$ cat src/rtl/yisd_pkg.sv
// ----------------------------------------------------------------------------
// Y86-64 instruction stream decoder package
// Item kind codes, decode mode type, result record type and opcode tables
// shared by the decoder, its result queue and its checker.
// ----------------------------------------------------------------------------
package yisd_pkg;

   // Item kind codes as shown on rsp_item_kind
   localparam logic [3:0] KIND_HALT   = 4'd0;
   localparam logic [3:0] KIND_NOP    = 4'd1;
   localparam logic [3:0] KIND_RRMOVQ = 4'd2;
   localparam logic [3:0] KIND_CMOV   = 4'd3;
   localparam logic [3:0] KIND_IRMOVQ = 4'd4;
   localparam logic [3:0] KIND_RMMOVQ = 4'd5;
   localparam logic [3:0] KIND_MRMOVQ = 4'd6;
   localparam logic [3:0] KIND_OP     = 4'd7;
   localparam logic [3:0] KIND_JUMP   = 4'd8;
   localparam logic [3:0] KIND_CALL   = 4'd9;
   localparam logic [3:0] KIND_RET    = 4'd10;
   localparam logic [3:0] KIND_PUSH   = 4'd11;
   localparam logic [3:0] KIND_POP    = 4'd12;
   localparam logic [3:0] KIND_QUAD   = 4'd13;
   localparam logic [3:0] KIND_BYTE   = 4'd14;

   localparam logic [3:0] NO_REG      = 4'hF;
   localparam logic [3:0] MAX_FUNC    = 4'd6;
   localparam logic [3:0] QUAD_LEN    = 4'd8;

   localparam int PEND_DEPTH        = 10;
   localparam int DEFAULT_RSP_DEPTH = 2;

   typedef enum logic [1:0] {
      MODE_OPCODE,
      MODE_REG,
      MODE_CONST,
      MODE_QUAD
   } mode_type;

   typedef struct packed {
      logic [63:0] address;
      logic [3:0]  kind;
      logic [3:0]  func;
      logic [3:0]  reg_a;
      logic [3:0]  reg_b;
      logic [63:0] value;
      logic [3:0]  length;
      logic        last;
   } record_type;

   function automatic logic [3:0] kind_of(input logic [7:0] op);
      logic [3:0] lo;
      logic [3:0] k;
      lo = op[3:0];
      unique case (op[7:4])
         4'h0: k = (lo == 4'd0) ? KIND_HALT : KIND_QUAD;
         4'h1: k = (lo == 4'd0) ? KIND_NOP : KIND_QUAD;
         4'h2: k = (lo == 4'd0) ? KIND_RRMOVQ : ((lo <= MAX_FUNC) ? KIND_CMOV : KIND_QUAD);
         4'h3: k = (lo == 4'd0) ? KIND_IRMOVQ : KIND_QUAD;
         4'h4: k = (lo == 4'd0) ? KIND_RMMOVQ : KIND_QUAD;
         4'h5: k = (lo == 4'd0) ? KIND_MRMOVQ : KIND_QUAD;
         4'h6: k = (lo <= MAX_FUNC) ? KIND_OP : KIND_QUAD;
         4'h7: k = (lo <= MAX_FUNC) ? KIND_JUMP : KIND_QUAD;
         4'h8: k = (lo == 4'd0) ? KIND_CALL : KIND_QUAD;
         4'h9: k = (lo == 4'd0) ? KIND_RET : KIND_QUAD;
         4'hA: k = (lo == 4'd0) ? KIND_PUSH : KIND_QUAD;
         4'hB: k = (lo == 4'd0) ? KIND_POP : KIND_QUAD;
         default: k = KIND_QUAD;
      endcase
      return k;
   endfunction

   function automatic logic [3:0] length_of(input logic [3:0] kind);
      logic [3:0] len;
      unique case (kind)
         KIND_HALT, KIND_NOP, KIND_RET:          len = 4'd1;
         KIND_IRMOVQ, KIND_RMMOVQ, KIND_MRMOVQ:  len = 4'd10;
         KIND_JUMP, KIND_CALL:                   len = 4'd9;
         KIND_QUAD:                              len = QUAD_LEN;
         default:                                len = 4'd2;
      endcase
      return len;
   endfunction

   function automatic logic regs_ok(input logic [3:0] kind, input logic [7:0] rb_byte);
      logic ok;
      unique case (kind)
         KIND_IRMOVQ:         ok = (rb_byte[7:4] == NO_REG) && (rb_byte[3:0] != NO_REG);
         KIND_PUSH, KIND_POP: ok = (rb_byte[7:4] != NO_REG) && (rb_byte[3:0] == NO_REG);
         default:             ok = (rb_byte[7:4] != NO_REG) && (rb_byte[3:0] != NO_REG);
      endcase
      return ok;
   endfunction

endpackage

$ cat src/rtl/yisd_rsp_fifo.sv
// ----------------------------------------------------------------------------
// Result record queue
// Small register queue between the decode logic and the result channel, so
// the decoder keeps taking bytes while a record waits to be taken.
// ----------------------------------------------------------------------------
module yisd_rsp_fifo #(
   parameter int DEPTH = yisd_pkg::DEFAULT_RSP_DEPTH
) (
   input  logic                   clock,
   input  logic                   reset,
   input  logic                   push,
   input  yisd_pkg::record_type   push_data,
   output logic                   full,
   output logic                   out_valid,
   input  logic                   out_stall,
   output yisd_pkg::record_type   out_data
);
   import yisd_pkg::*;

   localparam int PTR_W = (DEPTH > 1) ? $clog2(DEPTH) : 1;
   localparam int CNT_W = $clog2(DEPTH + 1);

   record_type         entries_ff [DEPTH];
   logic [PTR_W-1:0]   wr_ptr_ff, wr_ptr_in;
   logic [PTR_W-1:0]   rd_ptr_ff, rd_ptr_in;
   logic [CNT_W-1:0]   count_ff, count_in;
   logic               pop;

   assign out_valid = (count_ff != '0);
   assign full      = (count_ff == CNT_W'(DEPTH));
   assign out_data  = entries_ff[rd_ptr_ff];
   assign pop       = out_valid && !out_stall;

   always_comb begin
      wr_ptr_in = wr_ptr_ff;
      rd_ptr_in = rd_ptr_ff;
      count_in  = count_ff;
      if (push) begin
         wr_ptr_in = (wr_ptr_ff == PTR_W'(DEPTH - 1)) ? '0 : wr_ptr_ff + 1'b1;
      end
      if (pop) begin
         rd_ptr_in = (rd_ptr_ff == PTR_W'(DEPTH - 1)) ? '0 : rd_ptr_ff + 1'b1;
      end
      if (push && !pop) begin
         count_in = count_ff + 1'b1;
      end else if (pop && !push) begin
         count_in = count_ff - 1'b1;
      end
   end

   always_ff @(posedge clock) begin
      if (reset) begin
         wr_ptr_ff <= '0;
         rd_ptr_ff <= '0;
         count_ff  <= '0;
      end else begin
         wr_ptr_ff <= wr_ptr_in;
         rd_ptr_ff <= rd_ptr_in;
         count_ff  <= count_in;
      end
   end

   always_ff @(posedge clock) begin
      if (push) begin
         entries_ff[wr_ptr_ff] <= push_data;
      end
   end

endmodule

$ cat src/rtl/y86_instruction_stream_decoder_unit.sv
// ----------------------------------------------------------------------------
// Y86-64 instruction stream decoder
// Splits a machine-code byte stream into instruction and data records.
// ----------------------------------------------------------------------------
// The decoder takes one byte per cycle while req_stall is low, and presents
// the record that a byte completes through a small result queue, so a held
// result does not stop the byte stream until the queue fills. Only the last
// byte of a stream (req_stream_end) can cost more: if it ends inside an
// unfinished instruction, the pending bytes are flushed as one record per
// cycle while the queue has room (up to seven .byte records, or a .quad and
// at most one .byte record), and req_stall stays high until the flush has
// been queued. Writing csr_start_address sets the address of the next
// stream's first byte and reloads the running address at once.
module y86_instruction_stream_decoder_unit #(
   parameter int RSP_DEPTH = yisd_pkg::DEFAULT_RSP_DEPTH
) (
   input  logic        clock,
   input  logic        reset,
   input  logic        req_valid,
   output logic        req_stall,
   input  logic [7:0]  req_code_byte,
   input  logic        req_stream_end,
   output logic        rsp_valid,
   input  logic        rsp_stall,
   output logic [63:0] rsp_item_address,
   output logic [3:0]  rsp_item_kind,
   output logic [3:0]  rsp_function_code,
   output logic [3:0]  rsp_reg_a,
   output logic [3:0]  rsp_reg_b,
   output logic [63:0] rsp_constant_value,
   output logic [3:0]  rsp_item_length,
   output logic        rsp_run_last,
   input  logic        csr_valid,
   output logic        csr_ready,
   input  logic [63:0] csr_start_address
);
   import yisd_pkg::*;

   mode_type     mode_ff, mode_in;
   logic [3:0]   count_ff, count_in;
   logic [63:0]  addr_ff, addr_in;
   logic [63:0]  start_ff, start_in;
   logic         halt_sup_ff, halt_sup_in;
   logic         flush_busy_ff, flush_busy_in;
   logic [3:0]   flush_cnt_ff, flush_cnt_in;
   logic [3:0]   flush_idx_ff, flush_idx_in;
   logic [63:0]  flush_addr_ff, flush_addr_in;
   logic [7:0]   pend_ff   [PEND_DEPTH];
   logic [7:0]   pend_next [PEND_DEPTH];

   logic         req_accept;
   logic         fifo_full;
   logic [3:0]   wr_idx;
   logic [3:0]   op_kind;
   logic [3:0]   cur_kind;
   logic [3:0]   cur_len;
   logic [3:0]   cnt_inc;
   logic [3:0]   flush_next_idx;
   logic         push;
   record_type   rec;
   record_type   rsp_rec;

   assign req_stall  = flush_busy_ff || fifo_full;
   assign req_accept = req_valid && !req_stall;
   assign csr_ready  = !flush_busy_ff;

   assign wr_idx   = (mode_ff == MODE_OPCODE) ? 4'd0 : count_ff;
   assign op_kind  = kind_of(req_code_byte);
   assign cur_kind = kind_of(pend_ff[0]);
   assign cur_len  = length_of(cur_kind);
   assign cnt_inc  = count_ff + 4'd1;

   always_comb begin
      for (int i = 0; i < PEND_DEPTH; i++) begin
         pend_next[i] = (wr_idx == 4'(i)) ? req_code_byte : pend_ff[i];
      end
   end

   assign flush_next_idx = (flush_idx_ff == 4'd0 && flush_cnt_ff >= QUAD_LEN) ?
                           QUAD_LEN : flush_idx_ff + 4'd1;

   always_comb begin
      mode_in       = mode_ff;
      count_in      = count_ff;
      addr_in       = addr_ff;
      start_in      = start_ff;
      halt_sup_in   = halt_sup_ff;
      flush_busy_in = flush_busy_ff;
      flush_cnt_in  = flush_cnt_ff;
      flush_idx_in  = flush_idx_ff;
      flush_addr_in = flush_addr_ff;
      push          = 1'b0;
      rec.address   = addr_ff;
      rec.kind      = cur_kind;
      rec.func      = pend_ff[0][3:0];
      rec.reg_a     = NO_REG;
      rec.reg_b     = NO_REG;
      rec.value     = '0;
      rec.length    = cur_len;
      rec.last      = 1'b1;

      if (req_accept) begin
         unique case (mode_ff)
            MODE_OPCODE: begin
               count_in = 4'd1;
               if (op_kind == KIND_HALT) begin
                  // report a halt only when it does not follow a halt or start
                  push        = !halt_sup_ff;
                  rec.kind    = KIND_HALT;
                  rec.func    = 4'd0;
                  rec.length  = 4'd1;
                  halt_sup_in = 1'b1;
                  addr_in     = addr_ff + 64'd1;
                  count_in    = 4'd0;
               end else begin
                  halt_sup_in = 1'b0;
                  if (length_of(op_kind) == 4'd1) begin
                     push       = 1'b1;
                     rec.kind   = op_kind;
                     rec.func   = req_code_byte[3:0];
                     rec.length = 4'd1;
                     addr_in    = addr_ff + 64'd1;
                     count_in   = 4'd0;
                  end else if (op_kind == KIND_QUAD) begin
                     mode_in = MODE_QUAD;
                  end else if (op_kind == KIND_JUMP || op_kind == KIND_CALL) begin
                     mode_in = MODE_CONST;
                  end else begin
                     mode_in = MODE_REG;
                  end
               end
            end
            MODE_REG: begin
               count_in = cnt_inc;
               if (!regs_ok(cur_kind, req_code_byte)) begin
                  mode_in = MODE_QUAD;
               end else if (cur_len == 4'd2) begin
                  push      = 1'b1;
                  rec.reg_a = req_code_byte[7:4];
                  rec.reg_b = req_code_byte[3:0];
                  addr_in   = addr_ff + 64'(cur_len);
                  count_in  = 4'd0;
                  mode_in   = MODE_OPCODE;
               end else begin
                  mode_in = MODE_CONST;
               end
            end
            MODE_CONST: begin
               count_in = cnt_inc;
               if (cnt_inc >= cur_len) begin
                  push = 1'b1;
                  if (cur_len == 4'd10) begin
                     rec.reg_a = pend_next[1][7:4];
                     rec.reg_b = pend_next[1][3:0];
                     rec.value = {pend_next[9], pend_next[8], pend_next[7], pend_next[6],
                                  pend_next[5], pend_next[4], pend_next[3], pend_next[2]};
                  end else begin
                     rec.value = {pend_next[8], pend_next[7], pend_next[6], pend_next[5],
                                  pend_next[4], pend_next[3], pend_next[2], pend_next[1]};
                  end
                  addr_in  = addr_ff + 64'(cur_len);
                  count_in = 4'd0;
                  mode_in  = MODE_OPCODE;
               end
            end
            MODE_QUAD: begin
               count_in = cnt_inc;
               if (cnt_inc >= QUAD_LEN) begin
                  push       = 1'b1;
                  rec.kind   = KIND_QUAD;
                  rec.func   = 4'd0;
                  rec.value  = {pend_next[7], pend_next[6], pend_next[5], pend_next[4],
                                pend_next[3], pend_next[2], pend_next[1], pend_next[0]};
                  rec.length = QUAD_LEN;
                  addr_in    = addr_ff + 64'(QUAD_LEN);
                  count_in   = 4'd0;
                  mode_in    = MODE_OPCODE;
               end
            end
            default: begin
               mode_in = MODE_OPCODE;
            end
         endcase

         if (req_stream_end) begin
            // hand the unfinished item to the flush sequencer, restart the stream
            if (count_in != 4'd0) begin
               flush_busy_in = 1'b1;
               flush_cnt_in  = count_in;
               flush_idx_in  = 4'd0;
               flush_addr_in = addr_in;
            end
            count_in    = 4'd0;
            mode_in     = MODE_OPCODE;
            halt_sup_in = 1'b1;
            addr_in     = start_ff;
         end
      end else if (flush_busy_ff && !fifo_full) begin
         push        = 1'b1;
         rec.func    = 4'd0;
         rec.last    = (flush_next_idx == flush_cnt_ff);
         if (flush_idx_ff == 4'd0 && flush_cnt_ff >= QUAD_LEN) begin
            rec.address = flush_addr_ff;
            rec.kind    = KIND_QUAD;
            rec.value   = {pend_ff[7], pend_ff[6], pend_ff[5], pend_ff[4],
                           pend_ff[3], pend_ff[2], pend_ff[1], pend_ff[0]};
            rec.length  = QUAD_LEN;
         end else begin
            rec.address = flush_addr_ff + 64'(flush_idx_ff);
            rec.kind    = KIND_BYTE;
            rec.value   = {56'd0, pend_ff[flush_idx_ff]};
            rec.length  = 4'd1;
         end
         flush_idx_in = flush_next_idx;
         if (rec.last) begin
            flush_busy_in = 1'b0;
         end
      end

      if (csr_valid && csr_ready) begin
         start_in = csr_start_address;
         addr_in  = csr_start_address;
      end
   end

   always_ff @(posedge clock) begin
      if (reset) begin
         mode_ff       <= MODE_OPCODE;
         count_ff      <= 4'd0;
         addr_ff       <= '0;
         start_ff      <= '0;
         halt_sup_ff   <= 1'b1;
         flush_busy_ff <= 1'b0;
         flush_cnt_ff  <= 4'd0;
         flush_idx_ff  <= 4'd0;
      end else begin
         mode_ff       <= mode_in;
         count_ff      <= count_in;
         addr_ff       <= addr_in;
         start_ff      <= start_in;
         halt_sup_ff   <= halt_sup_in;
         flush_busy_ff <= flush_busy_in;
         flush_cnt_ff  <= flush_cnt_in;
         flush_idx_ff  <= flush_idx_in;
      end
   end

   always_ff @(posedge clock) begin
      flush_addr_ff <= flush_addr_in;
      if (req_accept) begin
         pend_ff[wr_idx] <= req_code_byte;
      end
   end

   yisd_rsp_fifo #(
      .DEPTH (RSP_DEPTH)
   ) u_rsp_fifo (
      .clock     (clock),
      .reset     (reset),
      .push      (push),
      .push_data (rec),
      .full      (fifo_full),
      .out_valid (rsp_valid),
      .out_stall (rsp_stall),
      .out_data  (rsp_rec)
   );

   assign rsp_item_address   = rsp_rec.address;
   assign rsp_item_kind      = rsp_rec.kind;
   assign rsp_function_code  = rsp_rec.func;
   assign rsp_reg_a          = rsp_rec.reg_a;
   assign rsp_reg_b          = rsp_rec.reg_b;
   assign rsp_constant_value = rsp_rec.value;
   assign rsp_item_length    = rsp_rec.length;
   assign rsp_run_last       = rsp_rec.last;

endmodule

$ cat config.mk
export PLATFORM = sky130hd
export DESIGN_NAME = y86_instruction_stream_decoder_unit
export DESIGN_NICKNAME = d
export VERILOG_FILES = /design/src/rtl/yisd_pkg.sv /design/src/rtl/yisd_rsp_fifo.sv /design/src/rtl/y86_instruction_stream_decoder_unit.sv
export SDC_FILE = /design/constraint.sdc
export NUM_CORES = 2
export LEC_CHECK = 0
export BUFFER_PORTS_ARGS = -buffer_cell sky130_fd_sc_hd__buf_2
export CORE_MARGIN = 2
export CORE_UTILIZATION = 55
export DETAILED_ROUTE_END_ITERATION = 12
export PLACE_DENSITY = 0.76
export SLEW_MARGIN = 20
export SYNTH_ARGS = -nofsm -noshare
export SYNTH_HDL_FRONTEND = slang
export SYNTH_HIERARCHICAL = 1
export SYNTH_SLANG_ARGS = --single-unit
$ cat constraint.sdc
create_clock -name clock -period 10.8 [get_ports clock]
set_input_delay 2.16 -clock clock [delete_from_list [all_inputs] [get_ports clock]]
set_output_delay 2.16 -clock clock [all_outputs]
set_load 0.1 [all_outputs]
# Word level (Yosys, flattened, before mapping)
# Memory sizes are Yosys's and may differ from the RTL's. A register that Yosys moved wholly into a read port is not among the register bits.
# Index checks and enable logic that the tools add are counted.
totals:
  latchBits: 0
  rom_bits: 96
  inputBits: 78
  register_bits: 212
  output_inout_bits: 152
  memories: 4
  ram_bits: 378
  elab_cells: 258
op_classes:
  order_cmp: 5
  n_eq_ne: 55
  reduce_logical: 40
  addsub: 10
  bitwise_logic: 0
  div_mod_pow: 0
  muxes: 132
  n_mul: 0
  n_shift: 0
mem_list:
  columns: ["name", "depth", "width", "rd", "rd_ports_with_merged_regs", "wr", "line", "text"]
  rows:
  - ["u_rsp_fifo.entries_ff", 2, 149, 1, 1, 1, "yisd_rsp_fifo.sv:23", "record_type entries_ff [DEPTH];"]
  - ["pend_ff", 10, 8, 11, 1, 1, "y86_instruction_stream_decoder_unit.sv:48", "logic [7:0] pend_ff [PEND_DEPTH];"]
  - ["(no name shown)", 16, 3, 1, 0, 0, "yisd_pkg.sv:74", "unique case (kind)"]
  - ["(no name shown)", 16, 3, 1, 0, 0, "yisd_pkg.sv:74", null]
op_table:
  columns: ["op", "n"]
  rows:
  - ["$mux 64", 11]
  - ["$mux 68", 4]
  - ["$pmux 64 s4", 1]
  - ["$mux 72", 2]
  - ["$mux 8", 18]
  - ["$mux 4", 35]
  - ["$add 64x4->64", 2]
  - ["$pmux 64 s2", 1]
  - ["$pmux 4 s12", 2]
  - ["$eq 4x4->1 const B", 18]
  - ["$mux 69", 1]
  - ["$add 64x1->64 const B", 1]
  - ["$add 64x4->64 const B", 1]
  - ["$eq 4x3->1 const B", 13]
  - ["$pmux 8 s2", 2]
  - ["$mux 1", 31]
  - ["$eq 4x2->1 const B", 7]
  - ["$logic_not 4->1", 7]
  - ["$mux 3", 8]
  - ["$mux 2", 11]
  - ["$eq 4x1->1 const B", 4]
  - ["$pmux 4 s4", 1]
  - ["$ne 3x3->1 const B", 4]
  - ["$reduce_bool 2->1", 6]
  - ["27 further kinds", 51]

# Logic depth before layout (Yosys ltp)
logic_depth:
  word_depth: 19
  depth_mapped: 21
  depth_no_buf: 18

# Hierarchy
# The synthesis kept the hierarchy.
modules_own_cells:
  columns: ["mod", "seq_area_each_um2", "area_per_inst_um2", "n_inst", "cells_each"]
  rows:
  - ["y86_instruction_stream_decoder_unit", 8728.4, 24592.3, 1, 3023]
  - ["yisd_rsp_fifo", 9048.7, 11389.7, 1, 486]

# Worst setup path after synthesis
# OpenSTA, ideal clock, no wires.
synth_timing:
  path_kind: "input to register"
  from: "input port req_code_byte[7]"
  to: "memory u_rsp_fifo/entries_ff[0][0] (netlist bit) (enable)"
  stages: 11
  arrival_ns: 10.566
  slack_ns: -0.444
  t_required_ns: 10.123
  path_buffers: 2
  setup_ns: 0.677
  path_cell_list: "clkbuf_1 and4_1 nor4_4 a2bb2oi_2 a21oi_4 nor2_4 clkbuf_1 a21oi_1 nor3_1 nor2_1 nor2b_1"
synth_via:
  elab_chain_len: 13
  elab_cells_between_ends: 34
  classes_between: "14 x eq/ne; 14 x mux; 5 x reduce/logical; 1 x memory"
synth_rtl:
  columns: ["element", "line", "text"]
  rows:
  - ["start: declaration", "y86_instruction_stream_decoder_unit.sv:21", "input logic [7:0] req_code_byte,"]
  - ["$eq 4x4->1, or another cell as far along", "yisd_pkg.sv:54", "unique case (op[7:4])"]
  - ["$pmux 4 s12", "yisd_pkg.sv:54", null]
  - ["$mem_v2 16x3", null, null]
  - ["$mux 4", "y86_instruction_stream_decoder_unit.sv:106", "if (op_kind == KIND_HALT) begin"]
  - ["$mux 4", "y86_instruction_stream_decoder_unit.sv:103", "unique case (mode_ff)"]
  - ["$mux 4", "y86_instruction_stream_decoder_unit.sv:102", "if (req_accept) begin"]
  - ["$eq 4x1->1", "y86_instruction_stream_decoder_unit.sv:117", "if (length_of(op_kind) == 4'd1) begin"]
  - ["$mux 1", "y86_instruction_stream_decoder_unit.sv:117", null]
  - ["$mux 1", "y86_instruction_stream_decoder_unit.sv:106", null]
  - ["$pmux 1 s4 (*)", "y86_instruction_stream_decoder_unit.sv:103", null]
  - ["$mux 1 (*)", "y86_instruction_stream_decoder_unit.sv:102", null]
  - ["named net push", "y86_instruction_stream_decoder_unit.sv:59", "logic push;"]
  - ["$mux 1 (*)", "yisd_rsp_fifo.sv:64", "if (push) begin"]
  - ["$mux 1 (not written as such) (*)", "yisd_rsp_fifo.sv:65", "entries_ff[wr_ptr_ff] <= push_data;"]
  - ["end: declaration", "yisd_rsp_fifo.sv:23", null]
# Mark *: on every way through the listed nets, which the timed path passes. The rest lies on a longest branch. The select of a mux whose other input is x is not followed.

==> report_table.html <==
<table>
<tr><th>Metric</th><th>Value</th></tr>
<tr><th colspan="2">Status</th></tr>
<tr><td>Result of the run</td><td>finished, final reports clean</td></tr>
<tr><th colspan="2">Synth</th></tr>
<tr><td>Number of warnings reported in the yosys synthesis log</td><td>6</td></tr>
<tr><td>Synthesized cell area</td><td>36000 um2</td></tr>
<tr><td>Cell with the most instances after synthesis</td><td>edfxtp_1</td></tr>
<tr><td>Cells taking the most area after synthesis</td><td>edfxtp_1 (41%), dfxtp_1 (8.5%), nand2_1 (4.5%), mux2_4 (4.2%), o21ai_0 (3.7%)</td></tr>
<tr><td>Average size of a mapped cell</td><td>slightly above 10 um2</td></tr>
<tr><td>Unique masters post-synth</td><td>94</td></tr>
<tr><td>Synthesized netlist cell count</td><td>about 3.5k</td></tr>
<tr><td>Share of flip-flops with an asynchronous set or reset after synthesis</td><td>0%</td></tr>
<tr><td>FF+latch count, synth</td><td>between 600 and 700</td></tr>
<tr><td>Area fraction of the dominant cell type after synthesis</td><td>just over 40%</td></tr>
<tr><td>Cell type with the largest total area after synthesis</td><td>edfxtp_1</td></tr>
<tr><td>Number of flops mapped to enable cells by yosys</td><td>490</td></tr>
<tr><td>Leading cell types by count after synthesis</td><td>edfxtp_1 (490), nand2_1 (435), o21ai_0 (269)</td></tr>
<tr><td>Sequential share of the synthesized area</td><td>approximately half</td></tr>
<tr><td>Leading register cell type out of synthesis</td><td>edfxtp_1</td></tr>
<tr><th colspan="2">Timing</th></tr>
<tr><td>Actual slew at the worst max-slew pin</td><td>1.17 ns</td></tr>
<tr><td>Total count of max-transition violations in the final report</td><td>0</td></tr>
<tr><td>Final critical-path share of the clock period</td><td>~60%</td></tr>
<tr><td>Worst-case headroom to the max-slew limit</td><td>21.5%</td></tr>
<tr><td>Final TNS setup</td><td>0 ns</td></tr>
<tr><td>Final-report setup violation count</td><td>0</td></tr>
<tr><td>Setup repair after global routing missed its margin</td><td>no</td></tr>
<tr><td>Top achievable clock speed</td><td>approximately 0.16 GHz</td></tr>
<tr><td>Final clock skew</td><td>between 0.02 and 0.03 ns</td></tr>
<tr><td>Shortest period the worst path allows</td><td>6.45 ns</td></tr>
<tr><td>Final Hold Vio Count</td><td>0</td></tr>
<tr><td>Final worst hold slack</td><td>about 0.45 ns</td></tr>
<tr><th colspan="2">Setup path</th></tr>
<tr><td>Critical path type</td><td>flop to flop</td></tr>
<tr><td>Stage delay of the slowest cell on the critical path</td><td>around 0.8 ns</td></tr>
<tr><td>Cell Chain, Critical Path</td><td>or4_4 &gt; nor4_1 &gt; a31oi_1 &gt; and2_1 &gt; a21oi_1 &gt; o22a_1 &gt; inv_1 &gt; ha_1 &gt; a2111oi_0 &gt; nor2_4 &gt; buf_4 &gt; nor2_4 &gt; buf_4 &gt; a21oi_1 &gt; nor3_1 &gt; nor2_1 &gt; and2_4 &gt; buf_12</td></tr>
<tr><td>Kind of launch point of the worst setup path</td><td>flop</td></tr>
<tr><td>CP endpoint kind</td><td>flop</td></tr>
<tr><td>Arrival @ worst endpoint</td><td>between 6 and 7 ns</td></tr>
<tr><td>Worst endpoint required time</td><td>~11 ns</td></tr>
<tr><td>Standard cell with the maximum stage delay on the critical path</td><td>a2111oi_0</td></tr>
<tr><td>Critical-path maximum fanout</td><td>roughly 150</td></tr>
<tr><th colspan="2">Pwr</th></tr>
<tr><td>Power consumption</td><td>~10 mW</td></tr>
<tr><td>Static leakage</td><td>13.8 nW</td></tr>
<tr><td>Share of power burned in registers</td><td>between 30% and 40%</td></tr>
<tr><td>Comb pwr share</td><td>between 40% and 50%</td></tr>
<tr><td>Power share of the clock group</td><td>23.5%</td></tr>
<tr><td>Switching power</td><td>between 4 and 5 mW</td></tr>
<tr><td>Net switching fraction of the power</td><td>a little under half</td></tr>
<tr><td>Max VDD drop</td><td>0.305 mV</td></tr>
<tr><td>Pwr per Cell Area</td><td>around 250 nW/um2</td></tr>
<tr><td>Internal power</td><td>5.47 mW</td></tr>
<tr><th colspan="2">Clock tree</th></tr>
<tr><td>Clock-pin slew of the registers on the worst-case setup and hold paths</td><td>0.06 ns</td></tr>
<tr><td>CTS buffer count</td><td>approximately 70</td></tr>
<tr><td>Max Buffers Root-to-Sink</td><td>3</td></tr>
<tr><td>Count of cells resized by post-cts repair</td><td>0</td></tr>
<tr><td>Clk sinks</td><td>about 640</td></tr>
<tr><td>Library cell used as clock root buffer</td><td>clkbuf_16</td></tr>
<tr><td>CTS tree</td><td>yes</td></tr>
<tr><td>Hold buffer count at cts</td><td>0</td></tr>
<tr><td>Number of H-tree levels</td><td>3</td></tr>
<tr><td>Clock network latency to the later pin of the worst-skew pair</td><td>0.64 ns</td></tr>
<tr><td>Number of buffers inserted by post-CTS setup repair</td><td>0</td></tr>
<tr><th colspan="2">Final layout</th></tr>
<tr><td>Area growth from synthesis to layout</td><td>10.8%</td></tr>
<tr><td>Number of nets at the end of the flow</td><td>~3.7k</td></tr>
<tr><td>Fraction of layout instances using a drive strength above 1</td><td>18.8%</td></tr>
<tr><td># fillers</td><td>approximately 5.3k</td></tr>
<tr><td>Non-filler instance count after layout</td><td>4493</td></tr>
<tr><td>Core utilization of the finished layout</td><td>about three fifths</td></tr>
<tr><td>Footprint of the multi-input gates</td><td>around 17000 um2</td></tr>
<tr><td>Footprint of the flip-flops and latches</td><td>about 18000 um2</td></tr>
<tr><th colspan="2">Route</th></tr>
<tr><td>Drc violations</td><td>0</td></tr>
<tr><td>Detail Route Antenna Nets</td><td>0</td></tr>
<tr><td>Drt total wl</td><td>approximately 120000 um</td></tr>
<tr><td>First DRT Iteration DRCs</td><td>a little under 5k</td></tr>
<tr><td>Pre-Repair DR Iteration Count</td><td>9</td></tr>
<tr><td>Avg WL per Cell</td><td>between 20 and 30 um</td></tr>
<tr><td>Via density</td><td>around 7</td></tr>
<tr><td>Number of vias after detailed routing</td><td>between 30k and 40k</td></tr>
<tr><th colspan="2">Floorplanning</th></tr>
<tr><td>Y dimension of the die</td><td>~260 um</td></tr>
<tr><td>Row count</td><td>93</td></tr>
<tr><td>Full die area</td><td>around 67000 um2</td></tr>
<tr><td>Count of boundary I/O pins</td><td>between 200 and 250</td></tr>
<tr><td>Core region area</td><td>64600 um2</td></tr>
<tr><td>Die Span X</td><td>roughly 260 um</td></tr>
<tr><td>Starting density of the core</td><td>approximately 56%</td></tr>
<tr><th colspan="2">Placement</th></tr>
<tr><td>Placed instance count</td><td>about 4.4k</td></tr>
<tr><td>Placer Congestion</td><td>about 1.1</td></tr>
<tr><td>Placed wire-length estimate</td><td>roughly 87000 um</td></tr>
<tr><td>Number of input and output port buffers inserted</td><td>between 200 and 250</td></tr>
<tr><th colspan="2">Global routing</th></tr>
<tr><td>Antenna violations before repair</td><td>12</td></tr>
<tr><td>First-pass GRT wire length</td><td>between 150000 and 200000 um</td></tr>
<tr><td>Pin count of the biggest net entering global routing</td><td>150</td></tr>
<tr><td>Total global routing track utilization</td><td>36.1%</td></tr>
<tr><td>Number of global-route vias before repair</td><td>approximately 27k</td></tr>
<tr><td>GRT overflow</td><td>0</td></tr>
<tr><th colspan="2">Job</th></tr>
<tr><td>Max cap viols</td><td>0</td></tr>
<tr><th colspan="2">Hold path</th></tr>
<tr><td>Worst min-delay path class</td><td>flop to flop</td></tr>
</table>
metrics by stage:
| stage | setup WS [ns] | instance area [um2] |
|---|---|---|
| floorplan | 2.43 | 36000 |
| global placement | 4.57 | 37600 |
| detailed placement | 4.46 | 37600 |
| CTS | 4.75 | 39800 |
| global route | 4.24 | 39900 |
| finish | 4.35 | 39900 |
power by group through the flow:
stage               logic [mW]  registers, mW  clock network [mW]
global placement          4.13           3.50                   0
detailed placement        4.14           3.52                   0
floorplan                 3.44           3.33                   0
finish                    4.23           3.50                2.37
global route              4.36           3.52                2.50
CTS                       4.16           3.47                2.39
worst paths after layout:
| kind | endpoint | start | slack [ns] | cells after the start |
|---|---|---|---|---|
| max | u_rsp_fifo/entries_ff[1][135] | pend_ff[0][0] | 4.35 | 18 |
| max reg2reg | u_rsp_fifo/entries_ff[1][135] | pend_ff[0][0] | 4.35 | 18 |
| min reg2reg | start_ff[40] | start_ff[40] | 0.45 | 2 |
| min | start_ff[40] | start_ff[40] | 0.45 | 2 |
final cells by class:
class	count	share of cell area, %
antenna	2	0.0125
clock buffer	84	4.55
clock inverter	40	1.09
inverter	42	0.395
multi-input combinational	2526	42.4
sequential	643	44.6
tap	855	2.68
timing repair buffer	301	4.33
per-layer routing:
metal / vias to the layer above / track usage (%) / wire [um]
met1: 14902 / 54.8 / 51000
met4: 12 / 10.3 / 3710
met2: 2340 / 46.8 / 49200
met5: - / 0 / 155
met3: 304 / 14.4 / 20800
li1: 13449 / - / -
worst max-delay path: cells and delay by family (launching register included):
| family | cells | cell delay, ns |
|---|---|---|
| flip-flops | 1 | 0.52 |
| buffers and inverters | 4 | 1.06 |
| AO/OA/AOI/OAI | 5 | 1.42 |
| AND/OR/NAND/NOR | 8 | 2.24 |
| adder cells (fa/ha/maj) | 1 | 0.31 |
placed cells by master (no fill, tap or decap), drive strengths merged, types with 37 or more instances in the layout:
cell    count
a211oi     37
a21oi     210
a31oi      37
and3       43
buf       301
clkbuf     84
dfxtp     153
edfxtp    490
inv        46
mux2      169
mux2i      55
mux4       40
nand2     436
nand3     103
nand4      71
nor2      208
nor3      115
nor4       51
o21ai     273
o22ai      57
or3        40
xnor2      53
xor2       43
cell families after synthesis:
group / after synthesis / share of synthesized area, %
AND/OR/NAND/NOR: 1200 / 16.1
AO/OA/AOI/OAI: 942 / 17.0
flip-flops: 643 / 49.4
buffers and inverters: 341 / 4.00
multiplexers: 264 / 10.4
XOR/XNOR: 96 / 2.34
adder cells (fa/ha/maj): 22 / 0.807
other: 1 / 0.0104
state kept, by name, summed over array words and instances (netlist names), named ones only:
signal                 cells
addr_ff                   64
u_rsp_fifo/entries_ff    298
start_ff                  64
u_rsp_fifo/rd_ptr_ff       1
flush_cnt_ff               4
flush_addr_ff             64
flush_busy_ff              1
count_ff                   4
flush_idx_ff               4
pend_ff                  128
mode_ff                    2
u_rsp_fifo/wr_ptr_ff       1
halt_sup_ff                1
u_rsp_fifo/count_ff        2
(Power assumes the default switching activity.)
